$ cat config.mk
export PLATFORM = sky130hd
export DESIGN_NAME = priority_ready_queue_builder
export DESIGN_NICKNAME = d
export VERILOG_FILES = /design/src/rtl/core/prqb_pkg.sv /design/src/rtl/core/prqb_ram.sv /design/src/rtl/core/prqb_front.sv /design/src/rtl/core/prqb_queue.sv /design/src/rtl/core/prqb_back.sv /design/src/rtl/core/priority_ready_queue_builder.sv
export SDC_FILE = /design/constraint.sdc
export NUM_CORES = 1
export LEC_CHECK = 0
export BUFFER_PORTS_ARGS = -buffer_cell sky130_fd_sc_hd__buf_2
export CORE_UTILIZATION = 40
export CTS_BUF_LIST = sky130_fd_sc_hd__clkbuf_8 sky130_fd_sc_hd__clkbuf_16
export CTS_CLUSTER_DIAMETER = 60
export CTS_CLUSTER_SIZE = 28
export DETAILED_ROUTE_END_ITERATION = 16
export GPL_ROUTABILITY_DRIVEN = 0
export PLACE_DENSITY = 0.58
export SLEW_MARGIN = 20
export SYNTH_ARGS = -nofsm -noshare
export SYNTH_HDL_FRONTEND = slang
export SYNTH_SLANG_ARGS = --single-unit
$ cat constraint.sdc
create_clock -name clock -period 15.1 [get_ports clock]
set_input_delay 3.775 -clock clock [delete_from_list [all_inputs] [get_ports clock]]
set_output_delay 3.775 -clock clock [all_outputs]
set_load 0.01 [all_outputs]
$ cat src/rtl/core/prqb_pkg.sv
`timescale 1ns / 1ps
`default_nettype none

package prqb_pkg;

   // Capacity of the task store and the widths that follow from it.
   localparam int MAX_TASKS = 16;
   localparam int IDX_W     = (MAX_TASKS > 1) ? $clog2(MAX_TASKS) : 1;
   localparam int CNT_W     = $clog2(MAX_TASKS + 1);

   // Queue between the loader and the sort engine; depth is a power of two.
   localparam int QUEUE_DEPTH = 4;
   localparam int QPTR_W      = $clog2(QUEUE_DEPTH);
   localparam int QCNT_W      = $clog2(QUEUE_DEPTH + 1);

   typedef struct packed {
      logic [7:0]  prio;
      logic [15:0] exec;
      logic [15:0] rem;
      logic [5:0]  tag;
   } task_rec_type;

   localparam int REC_W = $bits(task_rec_type);

   // One loaded request as it travels from the loader to the sort engine.
   typedef struct packed {
      task_rec_type     rec;
      logic             keep;   // store has room for this task
      logic             last;   // closes the set
      logic [CNT_W-1:0] count;  // tasks stored once this request is taken
   } load_entry_type;

   typedef struct packed {
      logic not_empty;
      logic full;
   } queue_status_type;

   typedef enum logic [2:0] {
      BK_LOAD,
      BK_RD_I,
      BK_LD_I,
      BK_CMP,
      BK_FIN,
      BK_DONE
   } back_state_type;

endpackage

`default_nettype wire

$ cat src/rtl/core/prqb_ram.sv
`timescale 1ns / 1ps
`default_nettype none

module prqb_ram #(
   parameter int WIDTH = 8,
   parameter int DEPTH = 16,
   localparam int AW   = (DEPTH > 1) ? $clog2(DEPTH) : 1
) (
   input  wire logic             clock,
   input  wire logic             wr_en,
   input  wire logic [AW-1:0]    wr_addr,
   input  wire logic [WIDTH-1:0] wr_data,
   input  wire logic [AW-1:0]    rd_addr,
   output logic      [WIDTH-1:0] rd_data
);

   logic [WIDTH-1:0] mem_ff [DEPTH];
   logic [WIDTH-1:0] rd_data_ff;

   always_ff @(posedge clock) begin
      if (wr_en) begin
         mem_ff[wr_addr] <= wr_data;
      end
      rd_data_ff <= mem_ff[rd_addr];
   end

   assign rd_data = rd_data_ff;

endmodule

`default_nettype wire

$ cat src/rtl/core/prqb_front.sv
`timescale 1ns / 1ps
`default_nettype none

module prqb_front
   import prqb_pkg::*;
(
   input  wire logic             clock,
   input  wire logic             reset,
   input  wire logic             req_valid,
   output logic                  req_ready,
   input  wire task_rec_type     req_rec,
   input  wire logic             req_last,
   input  wire queue_status_type q_status,
   output logic                  push,
   output load_entry_type        push_entry
);

   logic [CNT_W-1:0] count_ff;
   logic [CNT_W-1:0] count_in;
   logic             keep;
   logic [CNT_W-1:0] count_after;

   // Tasks beyond the store's capacity are dropped, but their last flag still counts.
   always_comb begin
      keep        = (count_ff < CNT_W'(MAX_TASKS));
      count_after = keep ? (count_ff + CNT_W'(1)) : count_ff;
      req_ready   = !q_status.full;
      push        = req_valid && req_ready;

      push_entry.rec   = req_rec;
      push_entry.keep  = keep;
      push_entry.last  = req_last;
      push_entry.count = count_after;

      count_in = count_ff;
      if (push) begin
         count_in = req_last ? '0 : count_after;
      end
   end

   always_ff @(posedge clock) begin
      if (reset) begin
         count_ff <= '0;
      end else begin
         count_ff <= count_in;
      end
   end

endmodule

`default_nettype wire

$ cat src/rtl/core/prqb_queue.sv
`timescale 1ns / 1ps
`default_nettype none

module prqb_queue
   import prqb_pkg::*;
(
   input  wire logic           clock,
   input  wire logic           reset,
   input  wire logic           push,
   input  wire load_entry_type push_entry,
   input  wire logic           pop,
   output load_entry_type      head,
   output queue_status_type    status
);

   load_entry_type    slot_ff [QUEUE_DEPTH];
   logic [QPTR_W-1:0] wr_ptr_ff, wr_ptr_in;
   logic [QPTR_W-1:0] rd_ptr_ff, rd_ptr_in;
   logic [QCNT_W-1:0] fill_ff, fill_in;

   always_comb begin
      status.not_empty = (fill_ff != '0);
      status.full      = (fill_ff == QCNT_W'(QUEUE_DEPTH));
      head             = slot_ff[rd_ptr_ff];

      wr_ptr_in = push ? (wr_ptr_ff + QPTR_W'(1)) : wr_ptr_ff;
      rd_ptr_in = pop  ? (rd_ptr_ff + QPTR_W'(1)) : rd_ptr_ff;
      fill_in   = fill_ff;
      if (push && !pop) begin
         fill_in = fill_ff + QCNT_W'(1);
      end else if (pop && !push) begin
         fill_in = fill_ff - QCNT_W'(1);
      end
   end

   always_ff @(posedge clock) begin
      if (push) begin
         slot_ff[wr_ptr_ff] <= push_entry;
      end
   end

   always_ff @(posedge clock) begin
      if (reset) begin
         wr_ptr_ff <= '0;
         rd_ptr_ff <= '0;
         fill_ff   <= '0;
      end else begin
         wr_ptr_ff <= wr_ptr_in;
         rd_ptr_ff <= rd_ptr_in;
         fill_ff   <= fill_in;
      end
   end

endmodule

`default_nettype wire

$ cat src/rtl/core/prqb_back.sv
`timescale 1ns / 1ps
`default_nettype none

module prqb_back
   import prqb_pkg::*;
(
   input  wire logic             clock,
   input  wire logic             reset,
   input  wire load_entry_type   head,
   input  wire queue_status_type q_status,
   output logic                  pop,
   output logic                  rsp_valid,
   input  wire logic             rsp_ready,
   output task_rec_type          rsp_rec,
   output logic                  rsp_empty,
   output logic                  rsp_last
);

   back_state_type   state_ff, state_in;
   logic [CNT_W-1:0] n_ff, n_in;
   logic [CNT_W-1:0] i_ff, i_in;
   logic [CNT_W-1:0] j_ff, j_in;
   task_rec_type     cur_ff, cur_in;
   task_rec_type     pend_ff, pend_in;
   logic             have_pend_ff, have_pend_in;
   logic             out_valid_ff, out_valid_in;
   task_rec_type     out_rec_ff, out_rec_in;
   logic             out_empty_ff, out_empty_in;
   logic             out_last_ff, out_last_in;

   logic             ram_wr_en;
   logic [IDX_W-1:0] ram_wr_addr;
   task_rec_type     ram_wr_data;
   logic [IDX_W-1:0] ram_rd_addr;
   logic [REC_W-1:0] ram_rd_bits;
   task_rec_type     ram_rd_rec;

   logic             out_free;
   logic             qual;
   logic             need_out;
   logic [CNT_W-1:0] j_next;
   logic [CNT_W-1:0] i_next;
   logic [CNT_W-1:0] load_addr;

   prqb_ram #(
      .WIDTH (REC_W),
      .DEPTH (MAX_TASKS)
   ) u_store (
      .clock   (clock),
      .wr_en   (ram_wr_en),
      .wr_addr (ram_wr_addr),
      .wr_data (ram_wr_data),
      .rd_addr (ram_rd_addr),
      .rd_data (ram_rd_bits)
   );

   assign ram_rd_rec = task_rec_type'(ram_rd_bits);

   // Position i is held in cur while every later j is read; a later task of
   // higher priority trades places with it, so cur ends as the final entry at i.
   always_comb begin
      state_in     = state_ff;
      n_in         = n_ff;
      i_in         = i_ff;
      j_in         = j_ff;
      cur_in       = cur_ff;
      pend_in      = pend_ff;
      have_pend_in = have_pend_ff;
      out_rec_in   = out_rec_ff;
      out_empty_in = out_empty_ff;
      out_last_in  = out_last_ff;

      out_free     = !out_valid_ff || rsp_ready;
      out_valid_in = out_valid_ff && !rsp_ready;

      pop          = 1'b0;
      ram_wr_en    = 1'b0;
      load_addr    = head.count - CNT_W'(1);
      ram_wr_addr  = load_addr[IDX_W-1:0];
      ram_wr_data  = head.rec;
      ram_rd_addr  = i_ff[IDX_W-1:0];

      qual     = (cur_ff.rem != '0);
      need_out = qual && have_pend_ff;
      j_next   = j_ff + CNT_W'(1);
      i_next   = i_ff + CNT_W'(1);

      unique case (state_ff)
         BK_LOAD: begin
            if (q_status.not_empty) begin
               pop       = 1'b1;
               ram_wr_en = head.keep;
               if (head.last) begin
                  n_in         = head.count;
                  i_in         = '0;
                  have_pend_in = 1'b0;
                  state_in     = BK_RD_I;
               end
            end
         end
         BK_RD_I: begin
            ram_rd_addr = i_ff[IDX_W-1:0];
            j_in        = i_next;
            state_in    = BK_LD_I;
         end
         BK_LD_I: begin
            cur_in      = ram_rd_rec;
            ram_rd_addr = j_ff[IDX_W-1:0];
            state_in    = (j_ff < n_ff) ? BK_CMP : BK_FIN;
         end
         BK_CMP: begin
            if (ram_rd_rec.prio > cur_ff.prio) begin
               ram_wr_en   = 1'b1;
               ram_wr_addr = j_ff[IDX_W-1:0];
               ram_wr_data = cur_ff;
               cur_in      = ram_rd_rec;
            end
            ram_rd_addr = j_next[IDX_W-1:0];
            j_in        = j_next;
            state_in    = (j_next < n_ff) ? BK_CMP : BK_FIN;
         end
         BK_FIN: begin
            // A qualifying task is held back one place so that the final one
            // can be marked as last.
            if (!need_out || out_free) begin
               if (need_out) begin
                  out_valid_in = 1'b1;
                  out_rec_in   = pend_ff;
                  out_empty_in = 1'b0;
                  out_last_in  = 1'b0;
               end
               if (qual) begin
                  pend_in      = cur_ff;
                  have_pend_in = 1'b1;
               end
               i_in     = i_next;
               state_in = (i_next < n_ff) ? BK_RD_I : BK_DONE;
            end
         end
         BK_DONE: begin
            if (out_free) begin
               out_valid_in = 1'b1;
               out_rec_in   = have_pend_ff ? pend_ff : '0;
               out_empty_in = !have_pend_ff;
               out_last_in  = have_pend_ff;
               state_in     = BK_LOAD;
            end
         end
         default: begin
            state_in = BK_LOAD;
         end
      endcase
   end

   always_ff @(posedge clock) begin
      if (reset) begin
         state_ff <= BK_LOAD;
      end else begin
         state_ff <= state_in;
      end
   end

   always_ff @(posedge clock) begin
      if (reset) begin
         have_pend_ff <= 1'b0;
         out_valid_ff <= 1'b0;
      end else begin
         have_pend_ff <= have_pend_in;
         out_valid_ff <= out_valid_in;
      end
   end

   always_ff @(posedge clock) begin
      n_ff         <= n_in;
      i_ff         <= i_in;
      j_ff         <= j_in;
      cur_ff       <= cur_in;
      pend_ff      <= pend_in;
      out_rec_ff   <= out_rec_in;
      out_empty_ff <= out_empty_in;
      out_last_ff  <= out_last_in;
   end

   assign rsp_valid = out_valid_ff;
   assign rsp_rec   = out_rec_ff;
   assign rsp_empty = out_empty_ff;
   assign rsp_last  = out_last_ff;

   a_cmp_range: assert property (@(posedge clock) disable iff (reset)
      (state_ff == BK_CMP) |-> (j_ff > i_ff) && (j_ff < n_ff))
      else $error("compare index outside the set");

   a_set_size: assert property (@(posedge clock) disable iff (reset)
      (state_ff != BK_LOAD) |-> (n_ff != '0) && (n_ff <= CNT_W'(MAX_TASKS)))
      else $error("set size out of range while sorting");

   a_empty_not_last: assert property (@(posedge clock) disable iff (reset)
      (out_valid_ff && out_empty_ff) |-> !out_last_ff && (out_rec_ff == '0))
      else $error("empty result carries data or last flag");

   a_done_emits: assert property (@(posedge clock) disable iff (reset)
      (state_ff == BK_DONE) && out_free |=> out_valid_ff && (state_ff == BK_LOAD))
      else $error("closing result not issued");

endmodule

`default_nettype wire

$ cat src/rtl/core/priority_ready_queue_builder.sv
`timescale 1ns / 1ps
`default_nettype none

// Priority ready queue builder.
// Requests on the req_ channel each carry one task record; the request with
// req_set_last high closes a set. Up to MAX_TASKS tasks of a set are stored in
// arrival order; further tasks of the same set are dropped, their last flag kept.
// Once a set is closed the store is exchange-sorted into descending priority
// and every task with non-zero remaining time is returned on the rsp_ channel
// in that order, the final one with rsp_run_last high. A set with no such task
// gives a single response with rsp_queue_empty high and all other fields zero.
// Loading takes one request per cycle through a four-entry queue while the
// queue is not full. The pace of the sort is set by the single read port of
// the task store; meanwhile requests of the next set are taken until the
// queue fills. With two or more qualifying tasks the first response is issued
// while the sort goes on; otherwise the only response comes at the end of the
// sort.
// A stalled rsp_ready holds the response register and, once a second result is
// due, the sort engine, which in turn lets the queue fill and lowers req_ready.
// Reset empties the queue, zeroes the task count and drops any pending
// response; the task store itself is not cleared and needs no clearing pass.

module priority_ready_queue_builder
   import prqb_pkg::*;
(
   input  wire logic        clock,
   input  wire logic        reset,
   input  wire logic        req_valid,
   output logic             req_ready,
   input  wire logic [7:0]  req_task_priority,
   input  wire logic [15:0] req_task_exec_time,
   input  wire logic [15:0] req_task_remaining,
   input  wire logic [5:0]  req_task_tag,
   input  wire logic        req_set_last,
   output logic             rsp_valid,
   input  wire logic        rsp_ready,
   output logic [5:0]       rsp_out_tag,
   output logic [7:0]       rsp_out_priority,
   output logic [15:0]      rsp_out_exec_time,
   output logic [15:0]      rsp_out_remaining,
   output logic             rsp_queue_empty,
   output logic             rsp_run_last
);

   task_rec_type     req_rec;
   task_rec_type     rsp_rec;
   queue_status_type q_status;
   load_entry_type   push_entry;
   load_entry_type   head;
   logic             push;
   logic             pop;

   // Gather the request fields into one record.
   always_comb begin
      req_rec.prio = req_task_priority;
      req_rec.exec = req_task_exec_time;
      req_rec.rem  = req_task_remaining;
      req_rec.tag  = req_task_tag;
   end

   // The loader numbers each task and decides whether it fits the store.
   prqb_front u_front (
      .clock      (clock),
      .reset      (reset),
      .req_valid  (req_valid),
      .req_ready  (req_ready),
      .req_rec    (req_rec),
      .req_last   (req_set_last),
      .q_status   (q_status),
      .push       (push),
      .push_entry (push_entry)
   );

   // Short queue that lets loading run ahead while a set is being sorted.
   prqb_queue u_queue (
      .clock      (clock),
      .reset      (reset),
      .push       (push),
      .push_entry (push_entry),
      .pop        (pop),
      .head       (head),
      .status     (q_status)
   );

   // The sort engine owns the task store and the response register.
   prqb_back u_back (
      .clock     (clock),
      .reset     (reset),
      .head      (head),
      .q_status  (q_status),
      .pop       (pop),
      .rsp_valid (rsp_valid),
      .rsp_ready (rsp_ready),
      .rsp_rec   (rsp_rec),
      .rsp_empty (rsp_queue_empty),
      .rsp_last  (rsp_run_last)
   );

   assign rsp_out_tag       = rsp_rec.tag;
   assign rsp_out_priority  = rsp_rec.prio;
   assign rsp_out_exec_time = rsp_rec.exec;
   assign rsp_out_remaining = rsp_rec.rem;

endmodule

`default_nettype wire
==> metrics.md, run 1 <==
| Metric | Value |
|---|---|
| Die W | 368.3 um |
| Critical Path Slowest Stage Cell | or3b_2 |
| Max Fclk | between 150 and 200 MHz |
| Syn Inst Count | roughly 4,400 |
| Synth Warn # | 0 |
| Slew at the pin with the worst max-slew slack | ~1100 ps |
| Detail Route Antenna Nets | 0 |
| Hold Fails Final Rpt | 0 |
| Nets | between 4,000 and 5,000 |
| Crit path launch type | flop |
| Maximum fanout along the worst path | 6 |
| Vias in the first global route | between 30,000 and 40,000 |
| Via count | around 36,000 |
| Overall Power | between 10 and 15 mW |
| Yosys reg bits | between 1,000 and 1,500 |
| Flop-to-flop setup slack | 10,450 ps |
| Worst Hold Class | reg2reg |
| Met2 usage | 0.3467 |
| Top-level I/O count | 101 |
| Fin. max-slew vios | 0 |
| CP peak stage delay | between 500 and 600 ps |
| Cts bufs inserted | 94 |
| Initial core utilization | 0.4027 |
| Ys flop type | edfxtp_1 |
| Total GRT Usage | 0.2077 |
| CTS H-tree depth | 3 |
| Flop pwr share | 0.387 |
| PortBufs | 100 |
| Layout area overhead | 10.05% |
| Final setup vio count | 0 |
| Clk buf depth | 3 |
| DR iter-0 viols | roughly 3,200 |
| Final setup TNS | 0 ps |
| Post-route non-filler standard cell count | just over 6,000 |
| # diodes | 0 |
| Final min period | 5547 ps |
| List of most frequent post-synthesis cells | edfxtp_1 (1,103), nand3_1 (741), o21ai_0 (509), nor2b_1 (421) |
| First-pass GRT wire length | about 220,000 um |
| DRC | 0 |
| TritonCTS clock tree | done |
| Crit path max-delay family | simple AND/OR/NAND/NOR gates |
| PwrDens | approximately 200 mW/mm^2 |
| DRT Pass-1 Iters | 5 |
| Placed insts | just under 6,000 |
| Worst endpoint data arrival time | between 1500 and 2000 ps |
| Setup crit end kind | primary output |
| Core area | approximately 0.13 sq mm |
| GR peak layer | met2 |
| Root buf cell | clkbuf_16 |
| Overall routed net length | about 140,000 um |
| Clk_lat worst skew | 710 ps |
| Avg Cell Area, Syn | ~12 sq um |
| Post-synth EDFFs | ~1,100 |
| Mapped Nets | 4,466 |
| Switch share | 0.4083 |
| Rows | ~130 |
| Share of the synthesized area in the top cell type | 0.6171 |
| Fillers | about 12,000 |
| Combinational share of power | 0.394 |
| Setup WS post-layout | approximately 9600 ps |
| Leak Pwr | around 18 nW |
| Int Power | 7.079 mW |
| Outcome | complete, no violations |
| Initial antenna violation count | 1 |
| Worst EP required | roughly 11,000 ps |
| Largest net degree at the start of global routing | about 240 |
| Headroom to the max-slew limit | 0.2370 |
| Met1 usage | 0.2840 |
| Worst Clk Skew | between 20 and 25 ps |
| Power share of the clock group | 0.219 |
| Maximum VDD drop | just over 200 uV |
| Synthesized cell area | roughly 0.054 sq mm |
| Crit-path cells | or3b_2, buf_2 |
| DP Worst Slack | just over 9000 ps |
| CTS-repair resized insts | 0 |
| Area contributors post-synth | edfxtp_1 (62%), nand3_1 (6.9%), nor2b_1 (4.9%) |
| Unrepaired setup endpoints after global routing | no |
| Synth unique cells | slightly above 60 |
| Asr flop ratio synth | 0 |
| Routed WL per cell | ~23 um |
| Sw Pwr | between 4 and 5 mW |
| Gr ovfl total | 0 |
| Max cap viols | 0 |
| Clk sinks | 1,168 |
| Postcts setup bufs | 0 |
| Most common cell in the netlist | edfxtp_1 |
| Sequential-to-total area share from yosys stat | 0.6413 |
| WS Path Type | reg2out |
| DP HPWL | 72,520 um |
| Tcrit/Tclk final | 0.3673 |
| Crit path buf inv count | 1 |
| Die ar. | ~0.14 sq mm |
| Die Y | 368.3 um |
| Post-CTS Hold Buffers | 0 |
| Share of cells above drive strength 1 | 0.1103 |
| Via/cell ratio | between 5 and 6 |
| Clock transition time at the flip-flop clock pins of the worst setup and hold paths | 70 ps |
| Met3 Usage GRT | 0.02531 |
| Cell taking the most area after synthesis | edfxtp_1 |
## registers in the layout, indices dropped and copies added, names as in the netlist, named ones only
| name | flops |
|---|---|
| u_back.rsp_last | 1 |
| u_back.have_pend_ff | 1 |
| u_back.pend_ff | 46 |
| u_front.count_ff | 5 |
| u_back.n_ff | 5 |
| u_back.rsp_valid | 1 |
| u_queue.wr_ptr_ff | 2 |
| u_back.state_ff | 3 |
| u_back.rsp_empty | 1 |
| u_back.i_ff | 5 |
| u_back.j_ff | 5 |
| u_back.u_store.rd_data | 46 |
| u_back.u_store.mem_ff | 736 |
| u_queue.fill_ff | 3 |
| u_queue.rd_ptr_ff | 2 |
| u_back.cur_ff | 46 |
| u_back.rsp_rec | 46 |
| u_queue.slot_ff | 212 |
## cells in the final DEF, fill, tap and decap left out, drive strengths merged, types with 5 or more instances in the layout
cell type / count
edfxtp: 1103
nand3: 741
o21ai: 557
nor2b: 421
and2: 371
a31oi: 371
buf: 169
clkbuf: 97
dfxtp: 65
inv: 65
mux4: 53
nand4: 51
mux2: 50
ha: 29
nor2: 28
clkinv: 28
nand2: 18
o32ai: 16
a21oi: 13
nand2b: 11
xnor2: 10
and3: 10
clkinvlp: 8
xor2: 7
bufinv: 6
nor3: 5
## kinds of logic after synthesis
family / count (synthesis) / synth area share
buffers and inverters: 405 / 0.03217
and+or+nand+nor: 1676 / 0.1765
adders and majority gates: 30 / 0.007133
xor gates and xnor gates: 17 / 0.002774
AOI/OAI and AO/OA: 982 / 0.1034
DFF: 1168 / 0.6413
muxes: 107 / 0.03664
## final timing paths
path,start,to,cells after the start
worst max register to register,flop,u_back.u_store.mem_ff[6][20]$_DFFE_PP_,8
worst min register to register,u_back.u_store.rd_data[22]$_DFF_P_,u_back.cur_ff[22]$_DFFE_PP_,0
worst min-delay path,u_back.u_store.rd_data[22]$_DFF_P_,u_back.cur_ff[22]$_DFFE_PP_,0
worst max-delay path,u_queue.fill_ff[0]$_SDFFE_PP0P_,req_ready,2
## worst register-to-register path, stage by stage, from the launching register on
cell     delay, ps
dfxtp_4        640
buf_4          660
mux4_2         710
inv_1          100
ha_1           240
and3b_1        230
nand2_1        220
o32ai_4        600
buf_4          820
## power groups by stage
stage               logic [mW]  clock network, mW  registers, mW
finish                    4.72               2.62           4.63
global route              5.15               2.78           4.68
CTS                       4.71               2.67           4.63
detailed placement        4.70                  0           4.70
global placement          4.62                  0           4.68
floorplan                 3.20                  0           4.62
## metal layers
layer / wire length (um) / vias up / share of wire
met4: 3607 / 0 / 0.025
met3: 6945 / 228 / 0.049
met2: 68450 / 972 / 0.48
li1: - / 16340 / -
met1: 63930 / 18135 / 0.45
met5: 0 / - / 0
## through the flow
step                      utilization  hold slack, ps  area, sq um
after CTS                      0.4429           409.3        59040
after detailed placement       0.4185           390.4        55780
after floorplan                     -           385.5        53680
after global routing           0.4432           411.3        59070
after global placement         0.4183           385.4        55750
final                          0.4432           407.3        59070
## area by class of cell
class | instances | area (sq um) | share of cell area
tap | 1768 | 2212 | 0.03745
multi-input combinational | 2812 | 17970 | 0.3043
sequential | 1168 | 34430 | 0.5829
inverter | 28 | 105.1 | 0.001779
clock inverter | 79 | 842.1 | 0.01426
timing repair buffer | 169 | 1087 | 0.01841
clock buffer | 97 | 2416 | 0.04090
(Power assumes the default switching activity.)
==> run 2: changes to the inputs <==
Clock period 15.1 ns to 5.2 ns, I/O delays scaled along.
==> metrics.md, run 2 (synthesis gave the netlist of run 1 again) <==
| Metric | Value |
|---|---|
| # diodes | 0 |
| Root buf cell | clkbuf_16 |
| Final setup TNS | 0 ps |
| Initial core utilization | 0.4027 |
| Unrepaired setup endpoints after global routing | no |
| FF-to-FF End | u_back.u_store.mem_ff[3][25]$_DFFE_PP_ |
| TritonCTS clock tree | done |
| Overall routed net length | around 150,000 um |
| DP HPWL | 80,680 um |
| Reg2Reg Depth | 7 |
| CTS H-tree depth | 3 |
| CP peak stage delay | 1020 ps |
| Hold depth | 0 |
| Nets | ~4,400 |
| Share of cells above drive strength 1 | 0.1218 |
| Rows | approximately 130 |
| Slew at the pin with the worst max-slew slack | between 1000 and 1500 ps |
| Routed WL per cell | 23.80 um |
| Crit path launch type | flop |
| Maximum VDD drop | 613.8 uV |
| Worst Clk Skew | between 40 and 50 ps |
| Initial antenna violation count | 6 |
| Largest registers | u_back.u_store.mem_ff (736), u_queue.slot_ff (212) |
| Most frequent cells in the layout | edfxtp_1 (1,103), nand3_1 (741), o21ai_0 (508) |
| Vias in the first global route | between 30,000 and 40,000 |
| Die W | approximately 370 um |
| Die Y | 368.3 um |
| Clk buf depth | 3 |
| Fin. max-slew vios | 0 |
| Largest net degree at the start of global routing | around 240 |
| Cts bufs inserted | between 100 and 150 |
| Die ar. | 0.1357 sq mm |
| Post-route non-filler standard cell count | 6,167 |
| First-pass GRT wire length | roughly 220,000 um |
| Clk_lat worst skew | roughly 750 ps |
| Crit-path cells | and2b_2, nand2_4, a41oi_2, o31ai_4, buf_4, o32ai_4, buf_12 |
| DRC | 0 |
| Final min period | about 3800 ps |
| Leak Pwr | about 18 nW |
| Clock transition time at the flip-flop clock pins of the worst setup and hold paths | around 80 ps |
| Worst endpoint data arrival time | approximately 4200 ps |
| Total GRT Usage | 0.2134 |
| Top-level I/O count | approximately 100 |
| Maximum fanout along the worst path | 33 |
| WHS Endpoint | u_back.cur_ff[36]$_DFFE_PP_ |
| DRT Pass-1 Iters | 5 |
| Max FFs per register | roughly 740 |
| Worst EP required | ~5600 ps |
| Setup crit end kind | flop |
| HP Start | u_back.u_store.rd_data[36]$_DFF_P_ |
| Gr ovfl total | 0 |
| Tcrit/Tclk final | 0.7300 |
| Outcome | complete, no violations |
| Critical Path Slowest Stage Cell | o32ai_4 |
| Top reg by flops | u_back.u_store.mem_ff |
| WS Path Type | reg2reg |
| Detail Route Antenna Nets | 0 |
| PortBufs | 100 |
| Hold Fails Final Rpt | 0 |
| Commonest non-fill, non-tap cell in the layout | edfxtp_1 |
| Placed insts | between 5,000 and 6,000 |
| Via/cell ratio | 5.895 |
| Max cap viols | 0 |
| Worst Hold Class | reg2reg |
| Postcts setup bufs | 0 |
| DP Worst Slack | about 1400 ps |
| CTS-repair resized insts | 0 |
| DR iter-0 viols | ~3,700 |
| Core area | around 0.13 sq mm |
| Max Fclk | approximately 260 MHz |
| Headroom to the max-slew limit | 0.1409 |
| Layout area overhead | 11.91% |
| Clk sinks | ~1,200 |
| Setup WS post-layout | 1404 ps |
| Flop-to-flop setup slack | 1400 ps |
| Final setup vio count | 0 |
| Placed cell area | approximately 0.056 sq mm |
| R2r startpoint | u_back.state_ff[0]$_SDFFE_PP0P_ |
| Via count | between 30,000 and 40,000 |
| Post-CTS Hold Buffers | 0 |
| PwrDens | roughly 600 mW/mm^2 |
| Design area | ~0.060 sq mm |
-- run 2: cell types whose count changed in the layout (fill, tap and decap cells not counted), sizes merged --
cell and change:
buf +26, bufinv -3, clkbuf +8, clkinv +3, clkinvlp -2, inv +14
-- run 2: worst max-delay path by stage --
stage / startpoint / endpoint / slack [ps] / cells after the start
6_report: u_back.state_ff[0]$_SDFFE_PP0P_ / u_back.u_store.mem_ff[3][25]$_DFFE_PP_ / 1400 / 7
2_1_floorplan: u_back.cur_ff[41]$_DFFE_PP_ / u_back.u_store.mem_ff[9][0]$_DFFE_PP_ / -410 / 8
3_3_place_gp: u_back.state_ff[0]$_SDFFE_PP0P_ / u_back.u_store.mem_ff[5][24]$_DFFE_PP_ / 1300 / 7
5_1_grt: u_back.state_ff[0]$_SDFFE_PP0P_ / u_back.u_store.mem_ff[1][14]$_DFFE_PP_ / 1250 / 7
3_5_place_dp: u_back.state_ff[0]$_SDFFE_PP0P_ / u_back.u_store.mem_ff[3][7]$_DFFE_PP_ / 1440 / 7
4_1_cts: u_back.state_ff[0]$_SDFFE_PP0P_ / u_back.u_store.mem_ff[3][25]$_DFFE_PP_ / 1390 / 7
-- run 2: final cells by class --
| type | count | area, sq um |
|---|---|---|
| multi-input cells | 2812 | 17970 |
| repair buffers | 195 | 1595 |
| clock buffers | 105 | 2628 |
| flip-flops and latches | 1168 | 34430 |
| clock inverters | 91 | 1121 |
| fillers | 11829 | 73220 |
| inverters | 28 | 105.1 |
| well taps | 1768 | 2212 |
-- run 2: per-stage QoR --
| step | power [mW] | hold slack [ps] | utilization |
|---|---|---|---|
| 6_report | 36.09 | 400.1 | 0.4506 |
| 2_1_floorplan | 22.73 | 385.5 | - |
| 5_1_grt | 37.97 | 406.9 | 0.4506 |
| 3_3_place_gp | 27.61 | 387.1 | 0.4221 |
| 4_1_cts | 36.17 | 403.1 | 0.4504 |
| 3_5_place_dp | 27.83 | 388.7 | 0.4223 |
-- run 2: worst max-delay path: cells and delay by family (launching register included) --
| kind | cells | cell delay (ps) |
|---|---|---|
| AO/OA/AOI/OAI | 3 | 1380 |
| flip-flops | 1 | 810 |
| buffers and inverters | 2 | 730 |
| AND/OR/NAND/NOR | 2 | 480 |
-- run 2: report_power, final --
part,switching [mW],internal [mW],leakage [nW]
registers,0.714,12.8,10.5
clock network,4.18,4.17,1.81
logic,9.98,4.26,6.09
-- run 2: metal layers --
metal  GRT usage  vias up  wire [um]
li1            -    16437          -
met1      0.3100    18544      66770
met2      0.3392     1187      68630
met3     0.02898      187       8831
met4     0.04716        2       2533
met5           0        -          8
